===== config.mk =====
export PLATFORM = sky130hd
export DESIGN_NAME = postfix_stack_evaluator
export DESIGN_NICKNAME = d
export VERILOG_FILES = /design/src/design/pse_pkg.sv /design/src/design/pse_cell.sv /design/src/design/pse_alu.sv /design/src/design/postfix_stack_evaluator.sv
export SDC_FILE = /design/constraint.sdc
export NUM_CORES = 1
export LEC_CHECK = 0
export BUFFER_PORTS_ARGS = -buffer_cell sky130_fd_sc_hd__buf_2
export CAP_MARGIN = 10
export CORE_MARGIN = 3
export CORE_UTILIZATION = 30
export DETAILED_ROUTE_END_ITERATION = 10
export GPL_TIMING_DRIVEN = 0
export PLACE_DENSITY = 0.53
export SLEW_MARGIN = 20
export SYNTH_ARGS = -nofsm -noshare
export SYNTH_HDL_FRONTEND = slang
export SYNTH_SLANG_ARGS = --single-unit

===== constraint.sdc =====
create_clock -name clk -period 66.5 [get_ports clk]
set_clock_uncertainty 0.05 [all_clocks]
set_input_delay 6.65 -clock clk [delete_from_list [all_inputs] [get_ports clk]]
set_output_delay 6.65 -clock clk [all_outputs]
set_load 0.02 [all_outputs]

===== src/design/pse_pkg.sv =====
`timescale 1ns / 1ps

package pse_pkg;

  localparam int STACK_DEPTH_DEF = 128;
  localparam int DIV_STEPS       = 8;
  localparam int POW_STEPS       = 7;

  // character codes
  localparam logic [7:0] CH_PLUS  = 8'h2B;
  localparam logic [7:0] CH_MINUS = 8'h2D;
  localparam logic [7:0] CH_STAR  = 8'h2A;
  localparam logic [7:0] CH_SLASH = 8'h2F;
  localparam logic [7:0] CH_CARET = 8'h5E;
  localparam logic [7:0] CH_PCT   = 8'h25;
  localparam logic [7:0] CH_LPAR  = 8'h28;
  localparam logic [7:0] CH_RPAR  = 8'h29;
  localparam logic [7:0] CH_ZERO  = 8'h30;

  typedef enum logic [1:0] {
    ST_OK   = 2'd0,
    ST_OPER = 2'd1,
    ST_DIVZ = 2'd2,
    ST_OVFL = 2'd3
  } status_t;

  typedef enum logic [1:0] {
    STK_HOLD,
    STK_PUSH,
    STK_POP
  } stk_op_t;

  typedef enum logic [2:0] {
    OP_ADD,
    OP_SUB,
    OP_MUL,
    OP_DIV,
    OP_POW
  } alu_op_t;

  typedef enum logic [1:0] {
    ALU_IDLE,
    ALU_DIV,
    ALU_POW
  } alu_phase_t;

  typedef enum logic [2:0] {
    S_IDLE,
    S_POP_B,
    S_POP_A,
    S_EXEC,
    S_WAIT,
    S_PUSH,
    S_FINISH
  } seq_state_t;

  typedef struct packed {
    logic    start;
    alu_op_t op;
  } alu_req_t;

  typedef struct packed {
    logic done;
    logic fault;
  } alu_rsp_t;

endpackage


===== src/design/pse_cell.sv =====
`timescale 1ns / 1ps

// One stack entry; shifts down on push, up on pop.
module pse_cell (
  input  logic               clk,
  input  pse_pkg::stk_op_t   op,
  input  logic [7:0]         from_above,
  input  logic [7:0]         from_below,
  output logic [7:0]         data
);

  always_ff @(posedge clk) begin
    case (op)
      pse_pkg::STK_PUSH: data <= from_above;
      pse_pkg::STK_POP:  data <= from_below;
      default:           data <= data;
    endcase
  end

endmodule


===== src/design/pse_alu.sv =====
`timescale 1ns / 1ps

// 8-bit arithmetic: add/sub/mul registered directly, restoring
// divide and square-and-multiply power iterated one step per cycle.
module pse_alu (
  input  logic              clk,
  input  logic              rst,
  input  pse_pkg::alu_req_t req,
  input  logic [7:0]        a,
  input  logic [7:0]        b,
  output pse_pkg::alu_rsp_t rsp,
  output logic [7:0]        result
);

  pse_pkg::alu_phase_t phase, phase_next;

  logic       done, done_next, fault;
  logic [7:0] res;
  logic [2:0] cnt;
  // divider
  logic [7:0] rem, quo, dvs;
  logic       neg;
  // power
  logic [7:0] acc, base;
  logic [6:0] expo;

  logic [15:0] ab_prod, acc_prod, sq_prod;
  logic [8:0]  shifted, diff;
  logic        ge;
  logic [7:0]  rem_n, quo_n;
  logic [7:0]  a_mag, b_mag;

  always_comb begin
    ab_prod  = {8'd0, a} * {8'd0, b};
    acc_prod = {8'd0, acc} * {8'd0, base};
    sq_prod  = {8'd0, base} * {8'd0, base};
    shifted  = {rem, quo[7]};
    diff     = shifted - {1'b0, dvs};
    ge       = shifted >= {1'b0, dvs};
    rem_n    = ge ? diff[7:0] : shifted[7:0];
    quo_n    = {quo[6:0], ge};
    a_mag    = a[7] ? (8'd0 - a) : a;
    b_mag    = b[7] ? (8'd0 - b) : b;
  end

  always_comb begin
    phase_next = phase;
    done_next  = 1'b0;
    case (phase)
      pse_pkg::ALU_IDLE: begin
        if (req.start && req.op == pse_pkg::OP_DIV && b != 8'd0) begin
          phase_next = pse_pkg::ALU_DIV;
        end else if (req.start && req.op == pse_pkg::OP_POW && !b[7]) begin
          phase_next = pse_pkg::ALU_POW;
        end else begin
          done_next = req.start;
        end
      end
      pse_pkg::ALU_DIV: begin
        if (cnt == 3'(pse_pkg::DIV_STEPS - 1)) begin
          phase_next = pse_pkg::ALU_IDLE;
          done_next  = 1'b1;
        end
      end
      pse_pkg::ALU_POW: begin
        if (cnt == 3'(pse_pkg::POW_STEPS - 1)) begin
          phase_next = pse_pkg::ALU_IDLE;
          done_next  = 1'b1;
        end
      end
      default: phase_next = pse_pkg::ALU_IDLE;
    endcase
  end

  always_comb begin
    rsp.done  = done;
    rsp.fault = fault;
    result    = res;
  end

  always_ff @(posedge clk) begin
    if (rst) begin
      phase <= pse_pkg::ALU_IDLE;
      done  <= 1'b0;
      fault <= 1'b0;
    end else begin
      phase <= phase_next;
      done  <= done_next;
      case (phase)
        pse_pkg::ALU_IDLE: begin
          if (req.start) begin
            // divide by zero, or zero to a negative power
            fault <= (req.op == pse_pkg::OP_DIV && b == 8'd0) ||
                     (req.op == pse_pkg::OP_POW && b[7] && a == 8'd0);
            case (req.op)
              pse_pkg::OP_ADD: begin
                res <= a + b;
              end
              pse_pkg::OP_SUB: begin
                res <= a - b;
              end
              pse_pkg::OP_MUL: begin
                res <= ab_prod[7:0];
              end
              pse_pkg::OP_DIV: begin
                if (b != 8'd0) begin
                  rem <= 8'd0;
                  quo <= a_mag;
                  dvs <= b_mag;
                  neg <= a[7] ^ b[7];
                  cnt <= 3'd0;
                end
              end
              pse_pkg::OP_POW: begin
                if (b[7]) begin
                  // negative exponent: only bases 1 and -1 survive
                  if (a == 8'h01) begin
                    res <= 8'h01;
                  end else if (a == 8'hFF) begin
                    res <= b[0] ? 8'hFF : 8'h01;
                  end else begin
                    res <= 8'h00;
                  end
                end else begin
                  acc  <= 8'h01;
                  base <= a;
                  expo <= b[6:0];
                  cnt  <= 3'd0;
                end
              end
              default: begin
                res <= 8'h00;
              end
            endcase
          end
        end
        pse_pkg::ALU_DIV: begin
          rem <= rem_n;
          quo <= quo_n;
          cnt <= cnt + 3'd1;
          if (cnt == 3'(pse_pkg::DIV_STEPS - 1)) begin
            // -128 / -1 wraps back to -128 here
            res <= neg ? (8'd0 - quo_n) : quo_n;
          end
        end
        pse_pkg::ALU_POW: begin
          if (expo[0]) acc <= acc_prod[7:0];
          base <= sq_prod[7:0];
          expo <= {1'b0, expo[6:1]};
          cnt  <= cnt + 3'd1;
          if (cnt == 3'(pse_pkg::POW_STEPS - 1)) begin
            res <= expo[0] ? acc_prod[7:0] : acc;
          end
        end
        default: begin
          res <= res;
        end
      endcase
    end
  end

endmodule


===== src/design/postfix_stack_evaluator.sv =====
`timescale 1ns / 1ps

// Postfix (RPN) evaluator on 8-bit signed values, one character per request.
// Digits and other non-operator bytes push (code - '0'); + - * / ^ pop the
// right then the left operand and push the wrapped result. An empty pop reads
// 0; a push onto a full stack is dropped and flags overflow (status 3).
// '%', '(' and ')' abort with status 1; divide by zero and zero to a negative
// power abort with status 2; after an abort the rest of the expression is
// skipped and the result value is 0. The request with last_char set produces
// one result (top of stack, or 0) and clears the stack for the next
// expression. One request is in flight at a time. Pushes and skipped
// characters go straight to the stack or back to idle; + - * / ^ pop two
// operands into the shared ALU, whose / and ^ iterate through its 8-step
// restoring divider and 7-step square-and-multiply unit. The last character
// loads the output register once it is free; the register holds the result
// while the next expression streams in. The stack is a row of STACK_DEPTH
// shifting cells with the top at cell 0; it needs no clearing pass after reset.
module postfix_stack_evaluator #(
  parameter int STACK_DEPTH = pse_pkg::STACK_DEPTH_DEF
) (
  input  logic              clk,
  input  logic              rst,
  input  logic              in_valid,
  output logic              in_ready,
  input  logic [7:0]        char_code,
  input  logic              last_char,
  output logic              out_valid,
  input  logic              out_ready,
  output logic signed [7:0] value,
  output logic [1:0]        status
);

  localparam int CW = $clog2(STACK_DEPTH + 1);

  pse_pkg::seq_state_t state, state_next;

  logic [7:0]       ch;
  logic             last;
  logic [7:0]       opa, opb, result;
  logic [CW-1:0]    count;
  pse_pkg::status_t err;
  logic [7:0]       out_value;
  pse_pkg::status_t out_status;

  pse_pkg::stk_op_t  stk_op;
  pse_pkg::alu_req_t alu_req;
  pse_pkg::alu_rsp_t alu_rsp;
  logic [7:0]        alu_result;

  logic [7:0] cell_data [STACK_DEPTH];
  logic [7:0] top_val;
  logic       full, aborted, bad_char, is_op, out_free;

  // operator byte -> ALU opcode
  function automatic pse_pkg::alu_op_t decode_op(input logic [7:0] c);
    pse_pkg::alu_op_t op;
    op = pse_pkg::OP_ADD;
    case (c)
      pse_pkg::CH_MINUS: op = pse_pkg::OP_SUB;
      pse_pkg::CH_STAR:  op = pse_pkg::OP_MUL;
      pse_pkg::CH_SLASH: op = pse_pkg::OP_DIV;
      pse_pkg::CH_CARET: op = pse_pkg::OP_POW;
      default:           op = pse_pkg::OP_ADD;
    endcase
    return op;
  endfunction

  always_comb begin
    top_val  = (count == '0) ? 8'd0 : cell_data[0];
    full     = count == CW'(STACK_DEPTH);
    aborted  = (err == pse_pkg::ST_OPER) || (err == pse_pkg::ST_DIVZ);
    bad_char = char_code inside {pse_pkg::CH_PCT, pse_pkg::CH_LPAR, pse_pkg::CH_RPAR};
    is_op    = char_code inside {pse_pkg::CH_PLUS, pse_pkg::CH_MINUS, pse_pkg::CH_STAR,
                                 pse_pkg::CH_SLASH, pse_pkg::CH_CARET};
    out_free = !out_valid || out_ready;
  end

  // next state
  always_comb begin
    state_next = state;
    case (state)
      pse_pkg::S_IDLE: begin
        if (in_valid) begin
          if (aborted || bad_char) begin
            state_next = last_char ? pse_pkg::S_FINISH : pse_pkg::S_IDLE;
          end else if (is_op) begin
            state_next = pse_pkg::S_POP_B;
          end else begin
            state_next = pse_pkg::S_PUSH;
          end
        end
      end
      pse_pkg::S_POP_B: state_next = pse_pkg::S_POP_A;
      pse_pkg::S_POP_A: state_next = pse_pkg::S_EXEC;
      pse_pkg::S_EXEC:  state_next = pse_pkg::S_WAIT;
      pse_pkg::S_WAIT: begin
        if (alu_rsp.done) begin
          if (alu_rsp.fault) begin
            state_next = last ? pse_pkg::S_FINISH : pse_pkg::S_IDLE;
          end else begin
            state_next = pse_pkg::S_PUSH;
          end
        end
      end
      pse_pkg::S_PUSH:   state_next = last ? pse_pkg::S_FINISH : pse_pkg::S_IDLE;
      pse_pkg::S_FINISH: if (out_free) state_next = pse_pkg::S_IDLE;
      default:           state_next = pse_pkg::S_IDLE;
    endcase
  end

  // control outputs
  always_comb begin
    in_ready      = 1'b0;
    stk_op        = pse_pkg::STK_HOLD;
    alu_req.start = 1'b0;
    alu_req.op    = decode_op(ch);
    case (state)
      pse_pkg::S_IDLE:  in_ready = 1'b1;
      pse_pkg::S_POP_B,
      pse_pkg::S_POP_A: if (count != '0) stk_op = pse_pkg::STK_POP;
      pse_pkg::S_EXEC:  alu_req.start = 1'b1;
      pse_pkg::S_PUSH:  if (!full) stk_op = pse_pkg::STK_PUSH;
      default:          stk_op = pse_pkg::STK_HOLD;
    endcase
  end

  always_ff @(posedge clk) begin
    if (rst) begin
      state     <= pse_pkg::S_IDLE;
      count     <= '0;
      err       <= pse_pkg::ST_OK;
      out_valid <= 1'b0;
    end else begin
      state <= state_next;
      // a load in S_FINISH takes over the drain of the old result
      if (out_valid && out_ready && state != pse_pkg::S_FINISH) out_valid <= 1'b0;
      case (state)
        pse_pkg::S_IDLE: begin
          if (in_valid) begin
            ch     <= char_code;
            last   <= last_char;
            result <= char_code - pse_pkg::CH_ZERO;
            if (!aborted && bad_char) err <= pse_pkg::ST_OPER;
          end
        end
        pse_pkg::S_POP_B: begin
          opb <= top_val;
          if (count != '0) count <= count - CW'(1);
        end
        pse_pkg::S_POP_A: begin
          opa <= top_val;
          if (count != '0) count <= count - CW'(1);
        end
        pse_pkg::S_WAIT: begin
          if (alu_rsp.done) begin
            if (alu_rsp.fault) err <= pse_pkg::ST_DIVZ;
            else               result <= alu_result;
          end
        end
        pse_pkg::S_PUSH: begin
          if (full) begin
            if (err == pse_pkg::ST_OK) err <= pse_pkg::ST_OVFL;
          end else begin
            count <= count + CW'(1);
          end
        end
        pse_pkg::S_FINISH: begin
          if (out_free) begin
            out_valid  <= 1'b1;
            out_value  <= aborted ? 8'd0 : top_val;
            out_status <= err;
            count      <= '0;
            err        <= pse_pkg::ST_OK;
          end
        end
        default: begin
          count <= count;
        end
      endcase
    end
  end

  // stack: cell 0 is the top
  for (genvar i = 0; i < STACK_DEPTH; i++) begin : g_cell
    logic [7:0] above, below;
    if (i == 0) begin : g_top
      assign above = result;
    end else begin : g_mid
      assign above = cell_data[i-1];
    end
    if (i == STACK_DEPTH - 1) begin : g_bot
      assign below = 8'd0;
    end else begin : g_inner
      assign below = cell_data[i+1];
    end
    pse_cell u_cell (
      .clk        (clk),
      .op         (stk_op),
      .from_above (above),
      .from_below (below),
      .data       (cell_data[i])
    );
  end

  pse_alu u_alu (
    .clk    (clk),
    .rst    (rst),
    .req    (alu_req),
    .a      (opa),
    .b      (opb),
    .rsp    (alu_rsp),
    .result (alu_result)
  );

  assign value  = out_value;
  assign status = out_status;

endmodule


==> key figures, run 1 <==
Place
  – DP Wirelength: about 58000 um
  – I/O Buffers: 24
  – GPL Wtd Cong: about 0.79
  – Area post-placement: between 50000 and 60000 um^2

STA
  – Actual slew at the worst max-slew pin: 1.07 ns
  – Worst relative slew slack: 0.288
  – TNS Setup: 0 ns
  – Worst hold margin: about 0.42 ns
  – Tmin final: 8.47 ns
  – Setup violators final: 0
  – Final Slew Violations: 0
  – F_max: about 120 MHz
  – Final Hold Viols: 0
  – RSZ-0062 raised after global routing: false
  – Final period util: 0.127

Min path
  – Hold depth: 0
  – Hold WC Path Type: reg2reg

Global route
  – Vias in the first global route: about 26000
  – Largest net degree at the start of global routing: roughly 110
  – Total gr overflow: 0
  – Initial antenna violation count: 1
  – First-pass GRT wire length: ~140000 um
  – Global-route usage over all layers: 0.0975

Synthesis
  – Mapped cell area: 52000 um^2
  – Yosys warns: 0
  – Register area share after synthesis: 0.657
  – Syn Inst Count: 3092
  – Most frequent cells after synthesis: edfxtp_1 (1126), mux2_2 (1030), nand2_1 (102)
  – Post-synth EDFFs: 1126
  – Mux contribution to synthesized area: 0.226
  – Most common cell in the netlist: edfxtp_1
  – Synth Register Bits: 1144
  – Syn avg cell area: 16.8 um^2
  – Post-synth top area cell: edfxtp_1
  – Compound-gate portion of the synthesized area: 0.0187
  – Adder-Cell Fraction of Synth Area: 0.0334
  – Xor/xnor share of the synthesized area: 0.0127
  – Netlist cell types: 70
  – Top area cells in the synthesized netlist: edfxtp_1 (65%), mux2_2 (22%), ha_1 (1.9%), fa_1 (1.4%), xnor2_1 (0.79%)
  – Prevailing post-synth register cell: edfxtp_1
  – Async set or reset register ratio after synthesis: 0
  – Post-Synth Simple-Gate Area: 0.0337
  – Largest family of logic cells by synthesized area: multiplexers
  – Post-synth top area share: 0.650

Layout
  – Finished Cell Area: ~59000 um^2
  – Area grow syn2layout: 13.2%
  – Layout net count: around 3400
  – Final core utilization: 0.342
  – Layout cells sized above 1: 0.387
  – ANT cells: 0
  – Filler cells: 16619

Clock network
  – CTS Hold Buffers Added: 0
  – Clock transition at the registers of the reported paths: 0.06 ns
  – Post-CTS Resized: 0
  – Clk buf depth: 3
  – TritonCTS sink count: between 1000 and 1500
  – CTS tree: yes
  – CTS H-tree lvls: 3
  – CTS buffer count: 114
  – Clk Tree Root Cell: clkbuf_16
  – Post-CTS Setup Inserts: 0
  – Clock latency on the worst-skew pair: roughly 0.70 ns

Setup path
  – Worst endpoint required time: about 60 ns
  – R2R depth: 13
  – Startpoint types: flop
  – Crit path DAT: around 1.8 ns
  – CP Class: reg2out
  – Critical path fanouts, max: 10
  – Crit end category: output port

Power and ir drop
  – Power Dens Cells: about 40 nW/um^2
  – Internal power: about 0.0017 W
  – Pwr Total: roughly 0.0023 W
  – Sequential Power Share: 0.489
  – Leakage: 16.1 nW
  – Clock group share of total power: 0.266
  – Net Switching: between 0.0006 and 0.0007 W
  – Combinational power share: 0.245
  – Peak supply drop: approximately 0.000029 V
  – Sw Share: 0.283

Floorplan
  – Core area: around 170000 um^2
  – Die ar.: ~180000 um^2
  – Starting Density: 0.302
  – Die width: approximately 420 um
  – Die Y-Extent: about 420 um
  – Row Count: about 150
  – I/O pin cnt: 25

Drt
  – DRT Wirelength: roughly 88000 um
  – DRT antenna net count: 0
  – DRT Pass-1 Iters: 5
  – Via density: ~4.5
  – DRC viols: 0
  – DRC marker count from the first detailed-route iteration: ~1700
  – DR vias: roughly 25000
  – Routed WL per cell: around 16 um

Run status
  – Status: completed

Flow run
  – # Max-Cap Violations: 0
## worst max-delay path, cell delays in order, from the launching register on
cell and delay, ns:
dfxtp_1 0.32, buf_2 0.18, nor3_1 0.34, buf_2 0.25
## state kept, by name, summed over array words and instances (netlist names), 2 cells and up
signal,count
g_cell.u_cell.data,1024
count,8
u_alu.phase,2
u_alu.cnt,3
state,3
u_alu.expo,7
u_alu.rem,8
g_cell.above,8
status,2
u_alu.quo,8
u_alu.acc,8
ch,8
value,8
u_alu.dvs,8
opa,8
u_alu.result,8
opb,8
u_alu.base,8
err,2
## final timing paths
check / startpoint / endpoint / slack (ns)
min: err[0] / status[0] / 0.42
max: state[2] / in_ready / 58.03
max reg2reg: count[2] / g_cell[64].u_cell.data[5] / 60.86
min reg2reg: err[0] / status[0] / 0.42
## cells in the final DEF, fill, tap and decap left out, types with 37 or more instances in the layout
master,n
and2_1,47
buf_2,69
clkbuf_1,131
clkbuf_16,116
edfxtp_1,1126
ha_1,81
inv_1,79
mux2_2,1030
nand2_1,102
nor2_1,58
nor2b_1,37
o21ai_0,42
xnor2_1,47
## power by group through the flow
stage / registers [W] / clock network [W] / logic [W]
after global routing: 0.00115 / 0.000668 / 0.000627
final: 0.00113 / 0.000613 / 0.000565
after CTS: 0.00113 / 0.000638 / 0.000582
after detailed placement: 0.00114 / 0 / 0.000580
after global placement: 0.00155 / 0 / 0.000544
after floorplan: 0.00139 / 0 / 0.000438
## logic make-up (layout without fill, tap and decap cells)
| logic type | count (synthesis) | count (layout) |
|---|---|---|
| compound gates | 150 | 150 |
| simple gates | 337 | 337 |
| buf+inv | 231 | 478 |
| xor+xnor | 69 | 69 |
| mux | 1043 | 1043 |
| fa+ha+maj | 117 | 117 |
| flops | 1144 | 1144 |
| other cells | 1 | 2 |
## metal layers
| layer | wire, um | GRT usage |
|---|---|---|
| met1 | 44200 | 0.141 |
| met2 | 39400 | 0.150 |
| met3 | 2940 | 0.0200 |
| met4 | 1800 | 0.0230 |
| met5 | 0 | 0 |
## metrics by stage
step                      setup slack [ns]  std cells
final                                58.03       5650
after global routing                 57.91       5650
after CTS                            57.99       5650
after detailed placement             57.68       5441
after global placement               34.43       5427
after floorplan                      43.47       3093
## final cells by class
cell class	count	area, um^2	area share
Buffer	150	654	0.0111
Clock buffer	154	3070	0.0521
Clock inverter	55	429	0.00729
Inverter	81	312	0.00529
Multi-Input combinational cell	1718	16900	0.287
Sequential cell	1144	34200	0.581
Tap cell	2310	2890	0.0491
Timing Repair Buffer	38	424	0.00721
Power figures use the tool's default switching activity.
==> run 2: changes to the inputs <==
--- a/config.mk
+++ b/config.mk
@@ -5,6 +5,7 @@
 export SDC_FILE = /design/constraint.sdc
 export NUM_CORES = 1
 export LEC_CHECK = 0
+export ABC_AREA = 1
 export BUFFER_PORTS_ARGS = -buffer_cell sky130_fd_sc_hd__buf_2
 export CAP_MARGIN = 10
 export CORE_MARGIN = 3
==> constraint.sdc (replaced) <==
create_clock -name clk -period 8.7 [get_ports clk]
set_clock_uncertainty 0.05 [all_clocks]
set_input_delay 0.87 -clock clk [delete_from_list [all_inputs] [get_ports clk]]
set_output_delay 0.87 -clock clk [all_outputs]
set_load 0.02 [all_outputs]
==> key figures, run 2 <==
Run status
  – Status: completed

Drt
  – DRC marker count from the first detailed-route iteration: ~2600
  – DR vias: roughly 35000
  – DRT Wirelength: 111000 um
  – Via density: 4.58
  – DRT antenna net count: 0
  – DRT Pass-1 Iters: 5
  – Routed WL per cell: roughly 15 um
  – DRC viols: 0

Floorplan
  – Row Count: between 150 and 200
  – Die ar.: about 180000 um^2
  – Core area: 172000 um^2
  – I/O pin cnt: 25
  – Die width: between 400 and 500 um
  – Starting Density: 0.303
  – Die Y-Extent: 423 um

Flow run
  – # Max-Cap Violations: 0

Synthesis
  – Register area share after synthesis: 0.655
  – Top area cells in the synthesized netlist: edfxtp_1 (65%), nand2_1 (5.7%), o21ai_0 (5.5%), a21oi_1 (5.4%), inv_1 (5.2%)
  – Netlist cell types: 54
  – Post-synth top area share: 0.648
  – Synth Register Bits: around 1100
  – Most common cell in the netlist: edfxtp_1
  – Syn Inst Count: around 5000
  – Prevailing post-synth register cell: edfxtp_1
  – Async set or reset register ratio after synthesis: 0
  – Post-synth top area cell: edfxtp_1
  – Mapped cell area: between 50000 and 60000 um^2
  – Post-synth EDFFs: 1126
  – Yosys warns: 0
  – Most frequent cells after synthesis: edfxtp_1 (1126), nand2_1 (798), inv_1 (727)
  – Syn avg cell area: 10.4 um^2

Setup path
  – R2R depth: 20
  – Crit end category: flop
  – Crit path DAT: about 5.1 ns
  – CP top delay family: adder cells
  – R2r startpoint: u_alu.base[2]
  – CP Class: reg2reg
  – Worst endpoint required time: around 9.1 ns
  – Worst R2R End: u_alu.result[7]
  – Top cell by count, worst path: nand2_1
  – CP max-delay cell: fa_1
  – Critical Path, Cell by Cell: clkbuf_1 > nand2_1 > fa_1 > fa_1 > inv_1 > fa_1 > fa_1 > ha_1 > a21oi_1 > nand2_1 > nand2_1 > nand2_1 > xor2_1 > inv_1 > nand2_1 > nand3_1 > nand2_1 > nand2_1 > nand2_1 > nand2_1
  – CP max stage delay: approximately 0.56 ns
  – Minimum setup slack among reg-to-reg paths: approximately 4 ns
  – Startpoint types: flop
  – Crit path buffers/inverters: 3
  – Critical path fanouts, max: 10

Power and ir drop
  – Leakage: 23.0 nW
  – Combinational power share: 0.300
  – Net Switching: ~0.0080 W
  – Sw Share: 0.342
  – Internal power: approximately 0.015 W
  – Power Dens Cells: 389 nW/um^2
  – Sequential Power Share: 0.476
  – Peak supply drop: between 0.0002 and 0.00025 V
  – Clock group share of total power: 0.224

Clock network
  – CTS Hold Buffers Added: 0
  – TritonCTS sink count: 1144
  – CTS buffer count: between 100 and 150
  – Clock transition at the registers of the reported paths: ~0.06 ns
  – Clk Tree Root Cell: clkbuf_16
  – Post-CTS Resized: 0
  – CTS tree: yes
  – CTS H-tree lvls: 3
  – Clock latency on the worst-skew pair: roughly 0.74 ns
  – Clk buf depth: 3
  – Post-CTS Setup Inserts: 0

Layout
  – Top reg by flops: g_cell.u_cell.data
  – Layout cells sized above 1: 0.0760
  – Area grow syn2layout: 14.8%
  – Final core utilization: 0.348
  – Max reg flops: ~1000
  – Layout net count: between 5000 and 6000
  – Most common cell after layout, fill and taps aside: edfxtp_1
  – Leading cell types in the layout, fill and taps excluded: edfxtp_1 (1126), nand2_1 (798), inv_1 (724), nor2_1 (598), o21ai_0 (573)

Global route
  – Initial antenna violation count: 1
  – Vias in the first global route: 35206
  – Largest net degree at the start of global routing: 36
  – Global-route usage over all layers: 0.123
  – First-pass GRT wire length: approximately 180000 um
  – Total gr overflow: 0

STA
  – Final Slew Violations: 0
  – Tmin final: 4.70 ns
  – F_max: 213 MHz
  – Final period util: 0.540
  – Worst relative slew slack: 0.423
  – Final Hold Viols: 0
  – RSZ-0062 raised after global routing: false
  – Actual slew at the worst max-slew pin: around 0.86 ns
  – TNS Setup: 0 ns
  – Setup violators final: 0

Place
  – DP Wirelength: between 70000 and 80000 um
  – GPL Wtd Cong: 0.798
  – I/O Buffers: 23

Min path
  – Hold worst-path end: ch[7]
  – Hold depth: 1
  – Hold WC Path Type: in2reg
  – Hold path startpoint: char_code[7]
-- run 2: routing by layer --
metal / share of wire / track usage / up-vias
li1: - / - / 17112
met1: 0.49 / 0.176 / 16907
met2: 0.45 / 0.194 / 531
met3: 0.040 / 0.0205 / 152
met4: 0.018 / 0.0275 / 0
met5: 0 / 0 / -
-- run 2: worst max-delay path by stage --
stage                                           end  slack (ns)  cells after the start     startpoint
after floorplan            g_cell[0].u_cell.data[0]       -8.67                      7       count[2]
after global placement    g_cell[87].u_cell.data[1]      -16.29                      7       count[2]
after detailed placement            u_alu.result[7]        3.99                     20  u_alu.base[2]
after CTS                           u_alu.result[7]        3.99                     20  u_alu.base[2]
after global routing                u_alu.result[7]        3.67                     20  u_alu.base[2]
final                               u_alu.result[7]        4.00                     20  u_alu.base[2]
-- run 2: power by group through the flow --
stage	clock (W)	sequential, W	combinational, W
3_3_place_gp	0	0.00921	0.00455
6_report	0.00521	0.0111	0.00699
4_1_cts	0.00534	0.0111	0.00715
2_1_floorplan	0	0.00964	0.00361
3_5_place_dp	0	0.0112	0.00712
5_1_grt	0.00555	0.0114	0.00810
-- run 2: layout make-up --
class,count,area (um^2)
fill,17332,112000
clock inverter,76,811
sequential,1144,34200
timing repair buffer,60,848
inverter,730,2740
antenna,2,5.00
tap,2310,2890
buffer,265,1170
multi-input combinational,2854,14100
clock buffer,144,3110
-- run 2: logic make-up after synthesis --
| family | synth area share |
|---|---|
| flip-flops | 0.655 |
| XOR/XNOR | 0.00538 |
| AO/OA/AOI/OAI | 0.114 |
| buffers and inverters | 0.0748 |
| AND/OR/NAND/NOR | 0.115 |
| adder cells (fa/ha/maj) | 0.0333 |
| multiplexers | 0.00216 |
| other | 0.0000719 |
-- run 2: per-stage QoR --
stage	power (W)	cell area, um^2	hold WS [ns]	instances	worst slack (ns)
finish	0.0233	59900	0.282	7585	4.00
CTS	0.0236	59900	0.211	7583	3.99
global placement	0.0138	55200	0.374	7326	-16.29
global route	0.0250	59900	0.238	7584	3.67
floorplan	0.0133	52200	0.358	4993	-8.67
detailed placement	0.0183	55900	0.374	7363	3.99
==> run 3: changes to the inputs <==
--- a/config.mk
+++ b/config.mk
@@ -12,7 +12,7 @@
 export CORE_UTILIZATION = 30
 export DETAILED_ROUTE_END_ITERATION = 10
 export GPL_TIMING_DRIVEN = 0
-export PLACE_DENSITY = 0.53
+export PLACE_DENSITY = 0.54
 export SLEW_MARGIN = 20
 export SYNTH_ARGS = -nofsm -noshare
 export SYNTH_HDL_FRONTEND = slang
==> constraint.sdc (replaced) <==
create_clock -name clk -period 4.2 [get_ports clk]
set_clock_uncertainty 0.05 [all_clocks]
set_input_delay 0.42 -clock clk [delete_from_list [all_inputs] [get_ports clk]]
set_output_delay 0.42 -clock clk [all_outputs]
set_load 0.02 [all_outputs]
==> key figures, run 3 (synthesis gave the netlist of run 2 again) <==
Global route
  – Vias in the first global route: ~35000
  – M3 GR Usage: 0.0201
  – Met2 Use GR: 0.193
  – First-pass GRT wire length: between 150000 and 200000 um
  – Met1 usage: 0.177
  – GR peak layer: met2
  – Largest net degree at the start of global routing: 37
  – Initial antenna violation count: 2
  – Global-route usage over all layers: 0.122
  – Total gr overflow: 0

STA
  – Worst relative slew slack: 0.433
  – F_max: 246 MHz
  – RSZ-0062 raised after global routing: true
  – Setup violators final: 0
  – Tmin final: approximately 4.1 ns
  – Final Slew Violations: 0
  – TNS Setup: 0 ns
  – Actual slew at the worst max-slew pin: 0.849 ns
  – PnR worst setup slack: 0.128 ns
  – Final period util: 0.970
  – Final Hold Viols: 0

Layout
  – Filler cells: between 15000 and 20000
  – Max reg flops: 1024
  – Most common cell after layout, fill and taps aside: edfxtp_1
  – Area grow syn2layout: 14.9%
  – Final core utilization: 0.348
  – Leading cell types in the layout, fill and taps excluded: edfxtp_1 (1126), nand2_1 (795), inv_1 (724), nor2_1 (598), o21ai_0 (573)
  – Top reg by flops: g_cell.u_cell.data
  – Layout net count: 5327
  – Layout cells sized above 1: 0.0806

Drt
  – DRC viols: 0
  – Routed WL per cell: ~15 um
  – Via density: around 4.6
  – DRC marker count from the first detailed-route iteration: 2629
  – DR vias: 34972
  – DRT Pass-1 Iters: 6
  – DRT Wirelength: around 110000 um
  – DRT antenna net count: 0

Floorplan
  – Die Y-Extent: 423 um
  – Row Count: approximately 150
  – Core area: roughly 170000 um^2
  – Die ar.: 179000 um^2
  – I/O pin cnt: 25
  – Die width: about 420 um
  – Starting Density: 0.303

Power and ir drop
  – Net Switching: between 0.015 and 0.02 W
  – Peak supply drop: 0.000415 V
  – Internal power: a little over 0.03 W
  – Sw Share: 0.347
  – Sequential Power Share: 0.484
  – Power Dens Cells: roughly 790 nW/um^2
  – Leakage: 22.9 nW
  – Pwr Total: 0.0475 W
  – Combinational power share: 0.306
  – Clock group share of total power: 0.210

Clock network
  – TritonCTS sink count: roughly 1100
  – CTS tree: yes
  – Clock latency on the worst-skew pair: ~0.73 ns
  – Clk Tree Root Cell: clkbuf_16
  – Clock transition at the registers of the reported paths: approximately 0.06 ns
  – Clk buf depth: 3
  – CTS buffer count: 117
  – CTS H-tree lvls: 3

Setup path
  – Worst endpoint required time: approximately 4.6 ns
  – Crit end category: flop
  – Critical path fanouts, max: 4
  – CP Class: reg2reg
  – Crit path DAT: around 4.5 ns
  – Startpoint types: flop

Place
  – DP Wirelength: 75400 um
  – I/O Buffers: 23
  – GPL Wtd Cong: approximately 0.80
  – Pre-CTS WS: -0.482 ns

Flow run
  – # Max-Cap Violations: 0

Run status
  – Status: completed

Min path
  – Hold WC Path Type: in2reg
-- run 3: cell types whose count changed in the layout (fill, tap and decap cells not counted), sizes merged --
cell / change
clkinv: +4
bufinv: -12
inv: -1
diode: -1
clkinvlp: +7
dlygate4sd3: +10
buf: +15
clkbuf: -1
-- run 3: what timing repair did --
item	in CTS	in global routing
pin swaps	3	6
setup endpoints to repair	3	138
hold buffers	10	0
cloned	0	1
buffers inserted	9	6
gates resized for setup	9	20
hold endpoints to repair	10	0
-- run 3: worst max-delay path, stage by stage (launching register included) --
cell,delay (ns)
edfxtp_1,0.39
clkbuf_8,0.16
nand2_1,0.07
fa_2,0.35
fa_1,0.48
inv_1,0.05
fa_1,0.55
fa_1,0.46
ha_4,0.29
a21oi_4,0.12
nand2_1,0.06
nand2_1,0.05
nand2_1,0.06
xor2_1,0.18
inv_1,0.06
nand2_1,0.06
nand3_1,0.07
nand2_2,0.10
nand2_2,0.08
nand2_1,0.08
nand2_2,0.07
-- run 3: power groups by stage --
| stage | combinational [W] | sequential [W] | clock, W |
|---|---|---|---|
| after floorplan | 0.00637 | 0.0172 | 0 |
| after global placement | 0.00839 | 0.0168 | 0 |
| after detailed placement | 0.0147 | 0.0232 | 0 |
| after CTS | 0.0148 | 0.0230 | 0.0103 |
| after global routing | 0.0168 | 0.0235 | 0.0107 |
| final | 0.0145 | 0.0230 | 0.00997 |
-- run 3: area by class of cell --
type / instances / area (um^2) / share of cell area
Clock buffer: 144 / 3070 / 0.0513
Tap cell: 2310 / 2890 / 0.0483
Inverter: 730 / 2740 / 0.0458
Multi-Input combinational cell: 2854 / 14200 / 0.237
Antenna cell: 1 / 2.50 / 0.0000418
Buffer: 263 / 1200 / 0.0201
Clock inverter: 73 / 563 / 0.00940
Sequential cell: 1144 / 34200 / 0.571
Timing Repair Buffer: 86 / 1080 / 0.0180
Timing Repair inverter: 1 / 5.00 / 0.0000836
-- run 3: per-stage QoR --
stage | instances | hold slack, ns | area [um^2]
2_1_floorplan | 4993 | 0.358 | 52200
5_1_grt | 7606 | 0.0561 | 59900
6_report | 7606 | 0.111 | 59900
4_1_cts | 7598 | 0.0824 | 59800
3_3_place_gp | 7326 | 0.372 | 55200
3_5_place_dp | 7364 | 0.374 | 55900
-- run 3: worst paths after layout --
path	from	end	slack, ns	cells after the start
min	in_valid	last	0.11	3
max reg2reg	u_alu.base[3]	u_alu.result[7]	0.13	20
max	u_alu.base[3]	u_alu.result[7]	0.13	20
min reg2reg	err[1]	status[1]	0.37	0
-- run 3: per-layer routing --
layer	wire length [um]	vias up	share of wire
li1	-	17190	-
met1	54300	17091	0.49
met2	50400	544	0.45
met3	4280	147	0.039
met4	1910	0	0.017
met5	0	-	0
